## config.mk

```make
export PLATFORM = sky130hd
export DESIGN_NAME = intel_hex_record_loader
export DESIGN_NICKNAME = d
export VERILOG_FILES = /design/src/hw/rtl/ihex_pkg.sv /design/src/hw/rtl/ihex_ctrl.sv /design/src/hw/rtl/ihex_dp.sv /design/src/hw/rtl/intel_hex_record_loader.sv
export SDC_FILE = /design/constraint.sdc
export NUM_CORES = 1
export LEC_CHECK = 0
export BUFFER_PORTS_ARGS = -buffer_cell sky130_fd_sc_hd__buf_2
export CELL_PAD_IN_SITES_DETAIL_PLACEMENT = 0
export CELL_PAD_IN_SITES_GLOBAL_PLACEMENT = 2
export CORE_MARGIN = 3
export CORE_UTILIZATION = 30
export DETAILED_ROUTE_END_ITERATION = 8
export GPL_ROUTABILITY_DRIVEN = 0
export PLACE_DENSITY_LB_ADDON = 0.1
export SLEW_MARGIN = 20
export SYNTH_ARGS = -nofsm -noshare
export SYNTH_HDL_FRONTEND = slang
export SYNTH_HIERARCHICAL = 1
export SYNTH_SLANG_ARGS = --single-unit
```

## constraint.sdc

```tcl
create_clock -name clock -period 5.25 [get_ports clock]
set_input_delay 0.525 -clock clock [delete_from_list [all_inputs] [get_ports clock]]
set_output_delay 0.525 -clock clock [all_outputs]
set_load 0.01 [all_outputs]
```

## src/hw/rtl/ihex_pkg.sv

```systemverilog
// ---------------------------------------------------------------------------
// ihex_pkg
// Types, codes and helpers shared by the Intel HEX record loader.
// ---------------------------------------------------------------------------
package ihex_pkg;

   localparam logic [16:0] MEM_SIZE_RESET = 17'd8192;

   localparam logic [7:0] CHAR_COLON   = 8'h3A;
   localparam logic [7:0] CHAR_NEWLINE = 8'h0A;

   localparam logic [7:0] TYPE_DATA = 8'h00;
   localparam logic [7:0] TYPE_END  = 8'h01;

   localparam logic [8:0] PAIR_MAX     = 9'd511;
   localparam logic [8:0] LEN_OVERHEAD = 9'd5;

   // result kinds
   localparam logic [1:0] KIND_BYTE    = 2'd0;
   localparam logic [1:0] KIND_STATUS  = 2'd1;
   localparam logic [1:0] KIND_SUMMARY = 2'd2;

   // record status codes
   localparam logic [2:0] ST_STORED    = 3'd0;
   localparam logic [2:0] ST_RANGE     = 3'd1;
   localparam logic [2:0] ST_UNKNOWN   = 3'd2;
   localparam logic [2:0] ST_IGNORED   = 3'd3;
   localparam logic [2:0] ST_END       = 3'd4;
   localparam logic [2:0] ST_LENGTH    = 3'd5;
   localparam logic [2:0] ST_CHECKSUM  = 3'd6;
   localparam logic [2:0] ST_TOO_LONG  = 3'd7;

   typedef struct packed {
      logic [7:0] character;
      logic       end_of_input;
   } ihex_req_type;

   typedef struct packed {
      logic [1:0]  kind;
      logic [15:0] address;
      logic [7:0]  data;
      logic [2:0]  status;
      logic [16:0] highest_end;
      logic        last;
   } ihex_rsp_type;

   // controller -> datapath
   typedef struct packed {
      logic       line_start;
      logic       take_digit;
      logic       finish;
      logic       set_ignored;
      logic       out_load;
      logic [1:0] out_kind;
      logic       out_last;
      logic       flush_step;
      logic       clear_all;
   } ihex_cmd_type;

   // datapath -> controller
   typedef struct packed {
      logic is_eoi;
      logic is_colon;
      logic is_newline;
      logic is_hex;
      logic verdict_halt;
      logic verdict_stored;
      logic len_zero;
      logic flush_done;
      logic out_free;
   } ihex_stat_type;

   // {valid, value} of one ASCII hex digit
   function automatic logic [4:0] hex_decode(input logic [7:0] c);
      logic [7:0] off;
      logic [4:0] res;
      off = 8'd0;
      res = 5'd0;
      if (c >= 8'h30 && c <= 8'h39) begin
         off = c - 8'h30;
         res = {1'b1, off[3:0]};
      end else if (c >= 8'h41 && c <= 8'h46) begin
         off = c - 8'h37;
         res = {1'b1, off[3:0]};
      end else if (c >= 8'h61 && c <= 8'h66) begin
         off = c - 8'h57;
         res = {1'b1, off[3:0]};
      end
      return res;
   endfunction

endpackage

```

## src/hw/rtl/ihex_ctrl.sv

```systemverilog
// ---------------------------------------------------------------------------
// ihex_ctrl
// Line phase tracking and sequencing of record checks and result transfers.
// ---------------------------------------------------------------------------
module ihex_ctrl
   import ihex_pkg::*;
(
   input  logic          clock,
   input  logic          reset,
   input  logic          req_valid,
   output logic          req_ready,
   input  ihex_stat_type stat,
   output ihex_cmd_type  cmd
);

   localparam logic [1:0] PH_START  = 2'd0;
   localparam logic [1:0] PH_HEX    = 2'd1;
   localparam logic [1:0] PH_TAIL   = 2'd2;
   localparam logic [1:0] PH_IGNORE = 2'd3;

   localparam logic [2:0] S_IDLE     = 3'd0;
   localparam logic [2:0] S_FINISH   = 3'd1;
   localparam logic [2:0] S_FLUSH_RD = 3'd2;
   localparam logic [2:0] S_FLUSH_WR = 3'd3;
   localparam logic [2:0] S_STATUS   = 3'd4;
   localparam logic [2:0] S_SUMMARY  = 3'd5;

   logic [2:0] state_ff, state_in;
   logic [1:0] phase_ff, phase_in;
   logic       stopped_ff, stopped_in;
   logic       eoi_ff, eoi_in;

   assign req_ready = (state_ff == S_IDLE);

   always_comb begin
      state_in   = state_ff;
      phase_in   = phase_ff;
      stopped_in = stopped_ff;
      eoi_in     = eoi_ff;
      cmd        = '0;
      unique case (state_ff)
         S_IDLE: begin
            if (req_valid) begin
               if (stat.is_eoi) begin
                  eoi_in = 1'b1;
                  if (stopped_ff) begin
                     state_in = S_SUMMARY;
                  end else begin
                     unique case (phase_ff) inside
                        PH_HEX, PH_TAIL: state_in = S_FINISH;
                        PH_IGNORE: begin
                           cmd.set_ignored = 1'b1;
                           state_in        = S_STATUS;
                        end
                        default: state_in = S_SUMMARY;
                     endcase
                  end
               end else if (!stopped_ff) begin
                  unique case (phase_ff)
                     PH_START: begin
                        if (stat.is_colon) begin
                           cmd.line_start = 1'b1;
                           phase_in       = PH_HEX;
                        end else if (stat.is_newline) begin
                           cmd.set_ignored = 1'b1;
                           state_in        = S_STATUS;
                        end else begin
                           phase_in = PH_IGNORE;
                        end
                     end
                     PH_HEX: begin
                        if (stat.is_newline) begin
                           state_in = S_FINISH;
                        end else if (stat.is_hex) begin
                           cmd.take_digit = 1'b1;
                        end else begin
                           phase_in = PH_TAIL;
                        end
                     end
                     PH_TAIL: begin
                        if (stat.is_newline) begin
                           state_in = S_FINISH;
                        end
                     end
                     default: begin
                        if (stat.is_newline) begin
                           phase_in        = PH_START;
                           cmd.set_ignored = 1'b1;
                           state_in        = S_STATUS;
                        end
                     end
                  endcase
               end
            end
         end
         S_FINISH: begin
            cmd.finish = 1'b1;
            phase_in   = PH_START;
            if (stat.verdict_halt) begin
               stopped_in = 1'b1;
               state_in   = S_STATUS;
            end else if (stat.verdict_stored && !stat.len_zero) begin
               state_in = S_FLUSH_RD;
            end else begin
               state_in = S_STATUS;
            end
         end
         S_FLUSH_RD: begin
            state_in = S_FLUSH_WR;
         end
         S_FLUSH_WR: begin
            if (stat.out_free) begin
               cmd.out_load   = 1'b1;
               cmd.out_kind   = KIND_BYTE;
               cmd.flush_step = 1'b1;
               state_in       = stat.flush_done ? S_STATUS : S_FLUSH_RD;
            end
         end
         S_STATUS: begin
            if (stat.out_free) begin
               cmd.out_load = 1'b1;
               cmd.out_kind = KIND_STATUS;
               cmd.out_last = !eoi_ff;
               state_in     = eoi_ff ? S_SUMMARY : S_IDLE;
            end
         end
         S_SUMMARY: begin
            if (stat.out_free) begin
               cmd.out_load  = 1'b1;
               cmd.out_kind  = KIND_SUMMARY;
               cmd.out_last  = 1'b1;
               cmd.clear_all = 1'b1;
               phase_in      = PH_START;
               stopped_in    = 1'b0;
               eoi_in        = 1'b0;
               state_in      = S_IDLE;
            end
         end
         default: state_in = S_IDLE;
      endcase
   end

   always_ff @(posedge clock) begin
      if (reset) begin
         state_ff   <= S_IDLE;
         phase_ff   <= PH_START;
         stopped_ff <= 1'b0;
         eoi_ff     <= 1'b0;
      end else begin
         state_ff   <= state_in;
         phase_ff   <= phase_in;
         stopped_ff <= stopped_in;
         eoi_ff     <= eoi_in;
      end
   end

endmodule

```

## src/hw/rtl/ihex_dp.sv

```systemverilog
// ---------------------------------------------------------------------------
// ihex_dp
// Record fields, byte buffer, record checks and the result register.
// ---------------------------------------------------------------------------
module ihex_dp
   import ihex_pkg::*;
#(
   parameter int unsigned MAX_DATA = 32
)
(
   input  logic          clock,
   input  logic          reset,
   input  ihex_req_type  req_data,
   input  logic          rsp_ready,
   output logic          rsp_valid,
   output ihex_rsp_type  rsp_data,
   input  logic          csr_we,
   input  logic [16:0]   csr_wdata,
   input  ihex_cmd_type  cmd,
   output ihex_stat_type stat
);

   localparam int unsigned IDX_W = (MAX_DATA > 1) ? $clog2(MAX_DATA) : 1;
   localparam int unsigned FI_W  = $clog2(MAX_DATA + 1);
   localparam logic [7:0]  MAX_LEN = 8'(MAX_DATA);
   localparam logic [8:0]  BUF_END = 9'(MAX_DATA + 4);

   localparam logic [8:0] POS_LEN     = 9'd0;
   localparam logic [8:0] POS_ADDR_HI = 9'd1;
   localparam logic [8:0] POS_ADDR_LO = 9'd2;
   localparam logic [8:0] POS_TYPE    = 9'd3;
   localparam logic [8:0] POS_DATA    = 9'd4;

   logic [16:0]     memsize_ff;
   logic [3:0]      nib_ff;
   logic            held_ff;
   logic [8:0]      pc_ff;
   logic [7:0]      sum_ff;
   logic [7:0]      len_ff;
   logic [15:0]     addr_ff;
   logic [7:0]      type_ff;
   logic [16:0]     top_ff;
   logic [2:0]      stop_ff;
   logic [2:0]      code_ff;
   logic [FI_W-1:0] flush_ff;
   logic [7:0]      rd_data_ff;
   logic            rsp_valid_ff;
   ihex_rsp_type    rsp_data_ff;

   logic [7:0] buf_mem [MAX_DATA];

   logic [4:0]  dec;
   logic [7:0]  byte_val;
   logic [8:0]  wr_off;
   logic        wr_ok;
   logic [8:0]  len_plus;
   logic [16:0] end_addr;
   logic [2:0]  verdict;
   logic        out_free;

   assign dec      = hex_decode(req_data.character);
   assign byte_val = {nib_ff, dec[3:0]};
   assign wr_off   = pc_ff - POS_DATA;
   assign wr_ok    = (pc_ff >= POS_DATA) && (pc_ff < BUF_END);
   assign len_plus = {1'b0, len_ff} + LEN_OVERHEAD;
   assign end_addr = {1'b0, addr_ff} + {9'd0, len_ff};
   assign out_free = !rsp_valid_ff || rsp_ready;

   // record verdict, checks in priority order
   always_comb begin
      if (pc_ff < 9'd2)                verdict = ST_IGNORED;
      else if (len_plus != pc_ff)      verdict = ST_LENGTH;
      else if (sum_ff != 8'd0)         verdict = ST_CHECKSUM;
      else if (type_ff == TYPE_END)    verdict = ST_END;
      else if (type_ff != TYPE_DATA)   verdict = ST_UNKNOWN;
      else if (len_ff > MAX_LEN)       verdict = ST_TOO_LONG;
      else if (end_addr > memsize_ff)  verdict = ST_RANGE;
      else                             verdict = ST_STORED;
   end

   always_comb begin
      stat.is_eoi         = req_data.end_of_input;
      stat.is_colon       = (req_data.character == CHAR_COLON);
      stat.is_newline     = (req_data.character == CHAR_NEWLINE);
      stat.is_hex         = dec[4];
      stat.verdict_halt   = (verdict == ST_END) || (verdict == ST_LENGTH) ||
                            (verdict == ST_CHECKSUM) || (verdict == ST_TOO_LONG);
      stat.verdict_stored = (verdict == ST_STORED);
      stat.len_zero       = (len_ff == 8'd0);
      stat.flush_done     = ({{(8-FI_W){1'b0}}, flush_ff} + 8'd1) == len_ff;
      stat.out_free       = out_free;
   end

   always_ff @(posedge clock) begin
      if (reset) begin
         memsize_ff   <= MEM_SIZE_RESET;
         nib_ff       <= '0;
         held_ff      <= 1'b0;
         pc_ff        <= '0;
         sum_ff       <= '0;
         len_ff       <= '0;
         addr_ff      <= '0;
         type_ff      <= '0;
         top_ff       <= '0;
         stop_ff      <= ST_STORED;
         code_ff      <= ST_STORED;
         flush_ff     <= '0;
         rsp_valid_ff <= 1'b0;
      end else begin
         if (csr_we) begin
            memsize_ff <= csr_wdata;
         end
         if (cmd.clear_all || cmd.line_start) begin
            nib_ff  <= '0;
            held_ff <= 1'b0;
            pc_ff   <= '0;
            sum_ff  <= '0;
            len_ff  <= '0;
            addr_ff <= '0;
            type_ff <= '0;
         end else if (cmd.take_digit) begin
            if (held_ff) begin
               held_ff <= 1'b0;
               case (pc_ff)
                  POS_LEN:     len_ff         <= byte_val;
                  POS_ADDR_HI: addr_ff[15:8]  <= byte_val;
                  POS_ADDR_LO: addr_ff[7:0]   <= byte_val;
                  POS_TYPE:    type_ff        <= byte_val;
                  default:     ;
               endcase
               sum_ff <= sum_ff + byte_val;
               if (pc_ff != PAIR_MAX) begin
                  pc_ff <= pc_ff + 9'd1;
               end
            end else begin
               nib_ff  <= dec[3:0];
               held_ff <= 1'b1;
            end
         end
         if (cmd.clear_all) begin
            top_ff  <= '0;
            stop_ff <= ST_STORED;
         end else if (cmd.finish) begin
            if (stat.verdict_halt) begin
               stop_ff <= verdict;
            end
            if (stat.verdict_stored && (end_addr > top_ff)) begin
               top_ff <= end_addr;
            end
         end
         if (cmd.set_ignored) begin
            code_ff <= ST_IGNORED;
         end else if (cmd.finish) begin
            code_ff <= verdict;
         end
         if (cmd.clear_all) begin
            flush_ff <= '0;
         end else if (cmd.flush_step) begin
            flush_ff <= stat.flush_done ? '0 : flush_ff + 1'b1;
         end
         if (cmd.out_load) begin
            rsp_valid_ff <= 1'b1;
         end else if (rsp_ready) begin
            rsp_valid_ff <= 1'b0;
         end
      end
   end

   // byte buffer: one write port, one registered read port
   always_ff @(posedge clock) begin
      if (cmd.take_digit && held_ff && wr_ok) begin
         buf_mem[wr_off[IDX_W-1:0]] <= byte_val;
      end
      rd_data_ff <= buf_mem[flush_ff[IDX_W-1:0]];
   end

   always_ff @(posedge clock) begin
      if (cmd.out_load) begin
         rsp_data_ff.kind        <= cmd.out_kind;
         rsp_data_ff.highest_end <= top_ff;
         rsp_data_ff.last        <= cmd.out_last;
         case (cmd.out_kind)
            KIND_BYTE: begin
               rsp_data_ff.address <= addr_ff + {{(16-FI_W){1'b0}}, flush_ff};
               rsp_data_ff.data    <= rd_data_ff;
               rsp_data_ff.status  <= ST_STORED;
            end
            KIND_STATUS: begin
               rsp_data_ff.address <= (code_ff == ST_IGNORED) ? 16'd0 : addr_ff;
               rsp_data_ff.data    <= 8'd0;
               rsp_data_ff.status  <= code_ff;
            end
            default: begin
               rsp_data_ff.address <= 16'd0;
               rsp_data_ff.data    <= 8'd0;
               rsp_data_ff.status  <= stop_ff;
            end
         endcase
      end
   end

   assign rsp_valid = rsp_valid_ff;
   assign rsp_data  = rsp_data_ff;

endmodule

```

## src/hw/rtl/intel_hex_record_loader.sv

```systemverilog
// ---------------------------------------------------------------------------
// intel_hex_record_loader
// Takes Intel HEX text one character per transfer on req_ and returns byte
// writes, record status and end-of-file summary results on rsp_. Ordinary
// characters are taken at one per cycle, even while a result waits on rsp_.
// At a line end (or end of input) the block stops taking characters while
// it checks the record, then for a stored record reads and sends each
// data byte in turn (the byte buffer has a single registered read port),
// then sends the status result, plus the summary at end of input; each
// result transfer also waits on rsp_ready. Data records ending past
// csr_wdata's memory size are reported and skipped; an end record or a
// length, checksum or too-long error stops parsing until end of input,
// after which all parse state, including the highest end address, returns
// to reset. The memory size register resets to 8192 and is written by
// csr_we; write it only while no line is being finished. MAX_DATA sets the
// byte buffer depth and the longest data record that is stored.
// ---------------------------------------------------------------------------
module intel_hex_record_loader
   import ihex_pkg::*;
#(
   parameter int unsigned MAX_DATA = 32
)
(
   input  logic         clock,
   input  logic         reset,
   // character transfers
   input  logic         req_valid,
   output logic         req_ready,
   input  ihex_req_type req_data,
   // result transfers
   output logic         rsp_valid,
   input  logic         rsp_ready,
   output ihex_rsp_type rsp_data,
   // memory size register
   input  logic         csr_we,
   input  logic [16:0]  csr_wdata
);

   ihex_cmd_type  cmd;
   ihex_stat_type stat;

   // controller: line phase, stop flag and result sequencing
   ihex_ctrl u_ctrl (
      .clock     (clock),
      .reset     (reset),
      .req_valid (req_valid),
      .req_ready (req_ready),
      .stat      (stat),
      .cmd       (cmd)
   );

   // datapath: record fields, checks, byte buffer and result register
   ihex_dp #(
      .MAX_DATA (MAX_DATA)
   ) u_dp (
      .clock     (clock),
      .reset     (reset),
      .req_data  (req_data),
      .rsp_ready (rsp_ready),
      .rsp_valid (rsp_valid),
      .rsp_data  (rsp_data),
      .csr_we    (csr_we),
      .csr_wdata (csr_wdata),
      .cmd       (cmd),
      .stat      (stat)
   );

endmodule

```

Yosys cells after proc, flatten, opt, wreduce, memory -nomap -nowiden. Memories as Yosys holds them, arrays and structs flattened. A register that Yosys moved wholly into a read port is not among the register bits. Cells that the tools add are included.

$add $sub $neg: 11. $mul: 0. Div/mod/pow operators: 0. Magnitude comparators: 12. Eq/ne operators: 39. Shift operators: 0. Muxes and demuxes: 81. Bitwise gates (word level): 1. Reductions and logical operators: 46.

Operators with widths (count): 3-bit 2-to-1 mux (21); 27-bit one-hot mux with 2 select lines (1); 17-bit > comparator (2); 2-bit 2-to-1 mux (15); 1-bit 2-to-1 mux (27); 3-bit equality test, second input constant (6); 9-bit by 2-bit equality test with 1-bit output, second input constant (2); 3-bit one-hot mux with 6 select lines (1); 3-bit AND reduction (6); 16-bit by 8-bit adder with 17-bit output (1); 16-bit by 6-bit adder with 16-bit output (1); 8-bit by 7-bit greater-or-equal comparator with 1-bit output, second input constant (2); 8-bit by 7-bit less-or-equal comparator with 1-bit output, second input constant (2); 16-bit 2-to-1 mux (1); 8-bit nonzero test (2); 5-bit 2-to-1 mux (3); 2-bit one-hot mux with 3 select lines (2); 3-bit one-hot mux with 2 select lines (2); 2-bit != test, second input constant (5); 10-bit AND reduction (1); 8-bit by 3-bit adder with 9-bit output, second input constant (1); 9-bit by 1-bit adder with 9-bit output, second input constant (1); 3-bit by 2-bit equality test with 1-bit output, second input constant (3); 9-bit by 1-bit equality test with 1-bit output, second input constant (1); other kinds (44) (81).

Register bits after elaboration: 155. Bits in latches: 0. Bits in writable memories: 256. ROM bits: 0. Input port bits: 31. Output and inout port bits: 49. Memories kept: 1.

Memory list: u_dp.buf_mem (depth 32, width 8, rd ports 1, clocked after Yosys merged registers in 1, write ports 1, RTL line ihex_dp.sv:50) `logic [7:0] buf_mem [MAX_DATA];`.

Depth between registers and ports, before layout.
Word-level depth: 16. Gate-level depth with buffers: 20. Depth with buffers taken out: 20.

Cells and area by module. Netlist, hierarchy kept.

Modules (own cells, without submodules): ihex_dp (instances 1, cells each 1334, area an instance 18540.3 um2, sequential area each 11280.8 um2); ihex_ctrl (instances 1, cells each 87, area an instance 690.7 um2, sequential area each 140.1 um2).

Least setup slack after synthesis. OpenSTA, ideal clock, no wires.

Path type: register to register. Start point: register u_dp.len_ff[0]. End point: register u_ctrl.state_ff[2]. Setup time: 0.144 ns. Data arrival time: 5.121 ns. Data required time: 5.106 ns. Setup slack: -0.015 ns. Cell stages (with the launch flop): 20. Buffers on the path: 0. Cells stage by stage: dfxtp_1 ha_1 fa_1 a21o_1 a211o_1 a2111oi_0 nor2_1 nand3_1 xnor2_1 ha_1 and4_1 or4b_2 o31a_1 a2111oi_0 nand2_1 nor4_1 nor4bb_1 a311oi_1 a311oi_1 a2111oi_1.

RTL lines: start: declaration (RTL line ihex_dp.sv:39) `logic [7:0] len_ff;`; start signal: assignment (RTL line ihex_dp.sv:125) `POS_LEN: len_ff <= byte_val;`; end signal: assignment (RTL line ihex_ctrl.sv:150) `state_ff <= state_in;`; end: declaration (RTL line ihex_ctrl.sv:28) `logic [2:0] state_ff, state_in;`.

==> flow_summary.json <==
{
  "status": "finished, final reports clean",
  "crit_required_ns": 5.69,
  "crit_path_start_kind": "flip-flop",
  "worst_pin_slew_ns": 1.07,
  "timing.fmax_mhz": 200,
  "synth_top_area_share_pct": 47.3,
  "ant_nets": 0,
  "synthFlopType": "edfxtp_1",
  "internal_power_uw": 5780,
  "synth.most_common_cell": "edfxtp_1",
  "yosys-top-cells-area": "edfxtp_1 (47%), dfxtp_1 (12%), mux4_2 (9.4%), ha_1 (5.0%), nor2_1 (2.6%)",
  "crit_fanout": 3,
  "stdcell_count": 2459,
  "synthesis.area_um2": 19200,
  "viasPerCell": 4.81,
  "cts_sinks": 419,
  "ios": 80,
  "worstHoldPathCells": 3,
  "power_frac_seq_pct": 48.5,
  "p_leak_uw": 0.00830,
  "critPathKind": "flip-flop to flip-flop",
  "final_area_um2": 22900,
  "post-dp-hpwl_um": 35800,
  "synth_edf_count": 303,
  "powerDensity_nw_per_um2": 331,
  "drive_gt1_share_pct": 24.9,
  "grt_usage_pct": 15.8,
  "cts-root-buf": "clkbuf_16",
  "finalSetupViolCount": 0,
  "finalHoldViolCount": 0,
  "whs_ns": 0.183,
  "drt_wl_total_um": 52700,
  "die_h_um": 259,
  "overflow": 0,
  "dieWidth_um": 259,
  "diodes": 0,
  "hold_buffers": 0,
  "slew_viol_final": 0,
  "slew_headroom_pct": 28.4,
  "rsz0062_at_grt": "true",
  "ys_ff_latch": 419,
  "comb_power_share_pct": 6.6,
  "cts.htree.levels": 2,
  "placed_area_um2": 21100,
  "first_iter_violations": 566,
  "rows": 92,
  "grt_start_max_net_pins": 44,
  "place_inst": 2364,
  "core_area_um2": 63200,
  "grt_first_pass_wirelength_um": 79700,
  "path_clk_slew_ns": 0.06,
  "vias": 11800,
  "period_needed_ns": 4.99,
  "synthesis.nets": 1532,
  "syn_inst": 1421,
  "fin_setup_tns_ns": 0,
  "worstRegToRegCells": 22,
  "seq_area_frac_synth_pct": 59.4,
  "syn_to_final_growth_pct": 19.0,
  "synth_top_area_cell": "edfxtp_1",
  "skew_ns": 0.0297,
  "nets": 1683,
  "syn_avg_cell_area_um2": 13.5,
  "fin_total_pwr_uw": 7580,
  "first_pass_iters": 5,
  "p_sw_uw": 1800,
  "cp.arrival_ns": 5.42,
  "portBuffers": 79,
  "ir_drop_uv": 263,
  "maxCapViolations": 0,
  "clk_latency_ns": 0.61,
  "p_sw_share_pct": 23.8,
  "clock_path_buffers": 3,
  "synth-async-reset-ratio_pct": 0,
  "crit_path_end_kind": "flip-flop",
  "initial_core_util_pct": 30.4,
  "antenna_found_initial": 2,
  "drcViolationCount": 0,
  "grt_pass1_vias": 12300,
  "yosysWarnings": 6,
  "fin_crit_sh_pct": 95.0,
  "cts_buffers": 49,
  "hp-class": "input pin to flip-flop",
  "dieArea_um2": 67200,
  "synth.top_cells.by_count": "edfxtp_1 (303), nor2_1 (131), dfxtp_1 (116)",
  "synth_cell_types": 83,
  "cts_tree": "built",
  "wire_per_inst_um": 21.4,
  "power_frac_clock_pct": 44.9
}
==> through the flow <==
step           utilization, %  setup slack, ns
2_1_floorplan               -           0.0957
3_3_place_gp             33.4           -0.543
3_5_place_dp             33.4           -0.428
4_1_cts                  36.1          0.00396
5_1_grt                  36.2          -0.0385
6_report                 36.2            0.262
==> power by group through the flow <==
stage / sequential (µW) / combinational [µW] / clock, µW
2_1_floorplan: 3790 / 271 / 0
3_3_place_gp: 3750 / 511 / 0
3_5_place_dp: 3750 / 509 / 0
4_1_cts: 3680 / 513 / 3530
5_1_grt: 3690 / 554 / 3670
6_report: 3680 / 497 / 3400
==> cells in the final DEF (no fill, tap or decap), types with 9 or more instances in the layout <==
cell type	instances
nand2_1	90
o211ai_1	15
buf_2	79
mux4_2	80
clkbuf_8	10
nand3_1	29
a211oi_1	29
xnor2_1	31
clkbuf_16	49
and2_1	11
ha_1	76
nor2_1	129
nand4_1	18
dfxtp_1	113
o31ai_2	9
inv_1	68
edfxtp_1	303
clkbuf_1	10
xor2_1	15
o21ai_0	26
buf_4	99
mux2i_1	41
nor3_1	16
a21oi_1	47
clkinv_2	13
a21o_1	18
or4_1	13
==> state kept, by name (all words and copies together) (netlist names), 4 cells and up <==
| register | count |
|---|---|
| u_dp/pc_ff | 9 |
| u_dp/memsize_ff | 17 |
| u_dp/len_ff | 8 |
| u_dp/top_ff | 17 |
| u_dp/buf_mem | 256 |
| u_dp/addr_ff | 16 |
| u_dp/type_ff | 8 |
| u_dp/rsp_data | 47 |
| u_dp/sum_ff | 8 |
| u_dp/nib_ff | 4 |
| u_dp/flush_ff | 6 |
| u_dp/rd_data_ff | 8 |
==> metal layers <==
metal,GRT usage (%),part of all wire (%),vias up
met2,27.4,49,171
met5,0,0,-
met1,20.8,45,5913
li1,-,-,5683
met4,4.58,2.3,0
met3,2.18,3.1,68
==> worst paths after layout <==
check,endpoint,slack (ns),start
worst max-delay path,u_ctrl/state_ff[2],0.26,u_dp/len_ff[0]
worst min-delay path,u_dp/memsize_ff[8],0.18,csr_wdata[8]
worst max register to register,u_ctrl/state_ff[2],0.26,u_dp/len_ff[0]
worst min register to register,u_dp/rsp_data[3],0.43,u_dp/top_ff[2]
==> final cells by class <==
class,count,area [µm²]
clock buffer,69,1400
clock inverter,23,234
fill,6101,40300
inverter,68,255
multi-input combinational,856,7360
sequential,419,11400
tap,846,1060
timing repair buffer,178,1140
==> worst max-delay path, stage by stage, from the launching register on <==
cell,delay (ns)
dfxtp_2,0.32
ha_2,0.19
fa_2,0.34
a21o_1,0.18
a211o_1,0.31
a2111oi_4,0.30
buf_4,0.17
nor2_1,0.06
nand3_1,0.14
xnor2_2,0.08
ha_1,0.31
and4_4,0.24
or4b_4,0.47
o31a_1,0.29
a2111oi_4,0.32
buf_4,0.17
nand2_1,0.05
nor4_2,0.13
nor4bb_2,0.23
buf_4,0.15
a311oi_1,0.04
a311oi_1,0.25
a2111oi_1,0.08
==> cell families after synthesis <==
group / after synthesis / share of synthesized area, %
xor+xnor: 49 / 2.23
fa+ha+maj: 80 / 5.32
flops: 419 / 59.4
simple gates: 381 / 9.76
compound gates: 217 / 8.22
mux: 129 / 12.0
buf+inv: 146 / 3.11
==> what timing repair did <==
action	in CTS	in global routing
resized for setup	11	7
endpoints found under the setup margin	2	2
buffers inserted	2	1
pin swaps	5	4
Note: power is estimated with default switching activity, not from simulation.
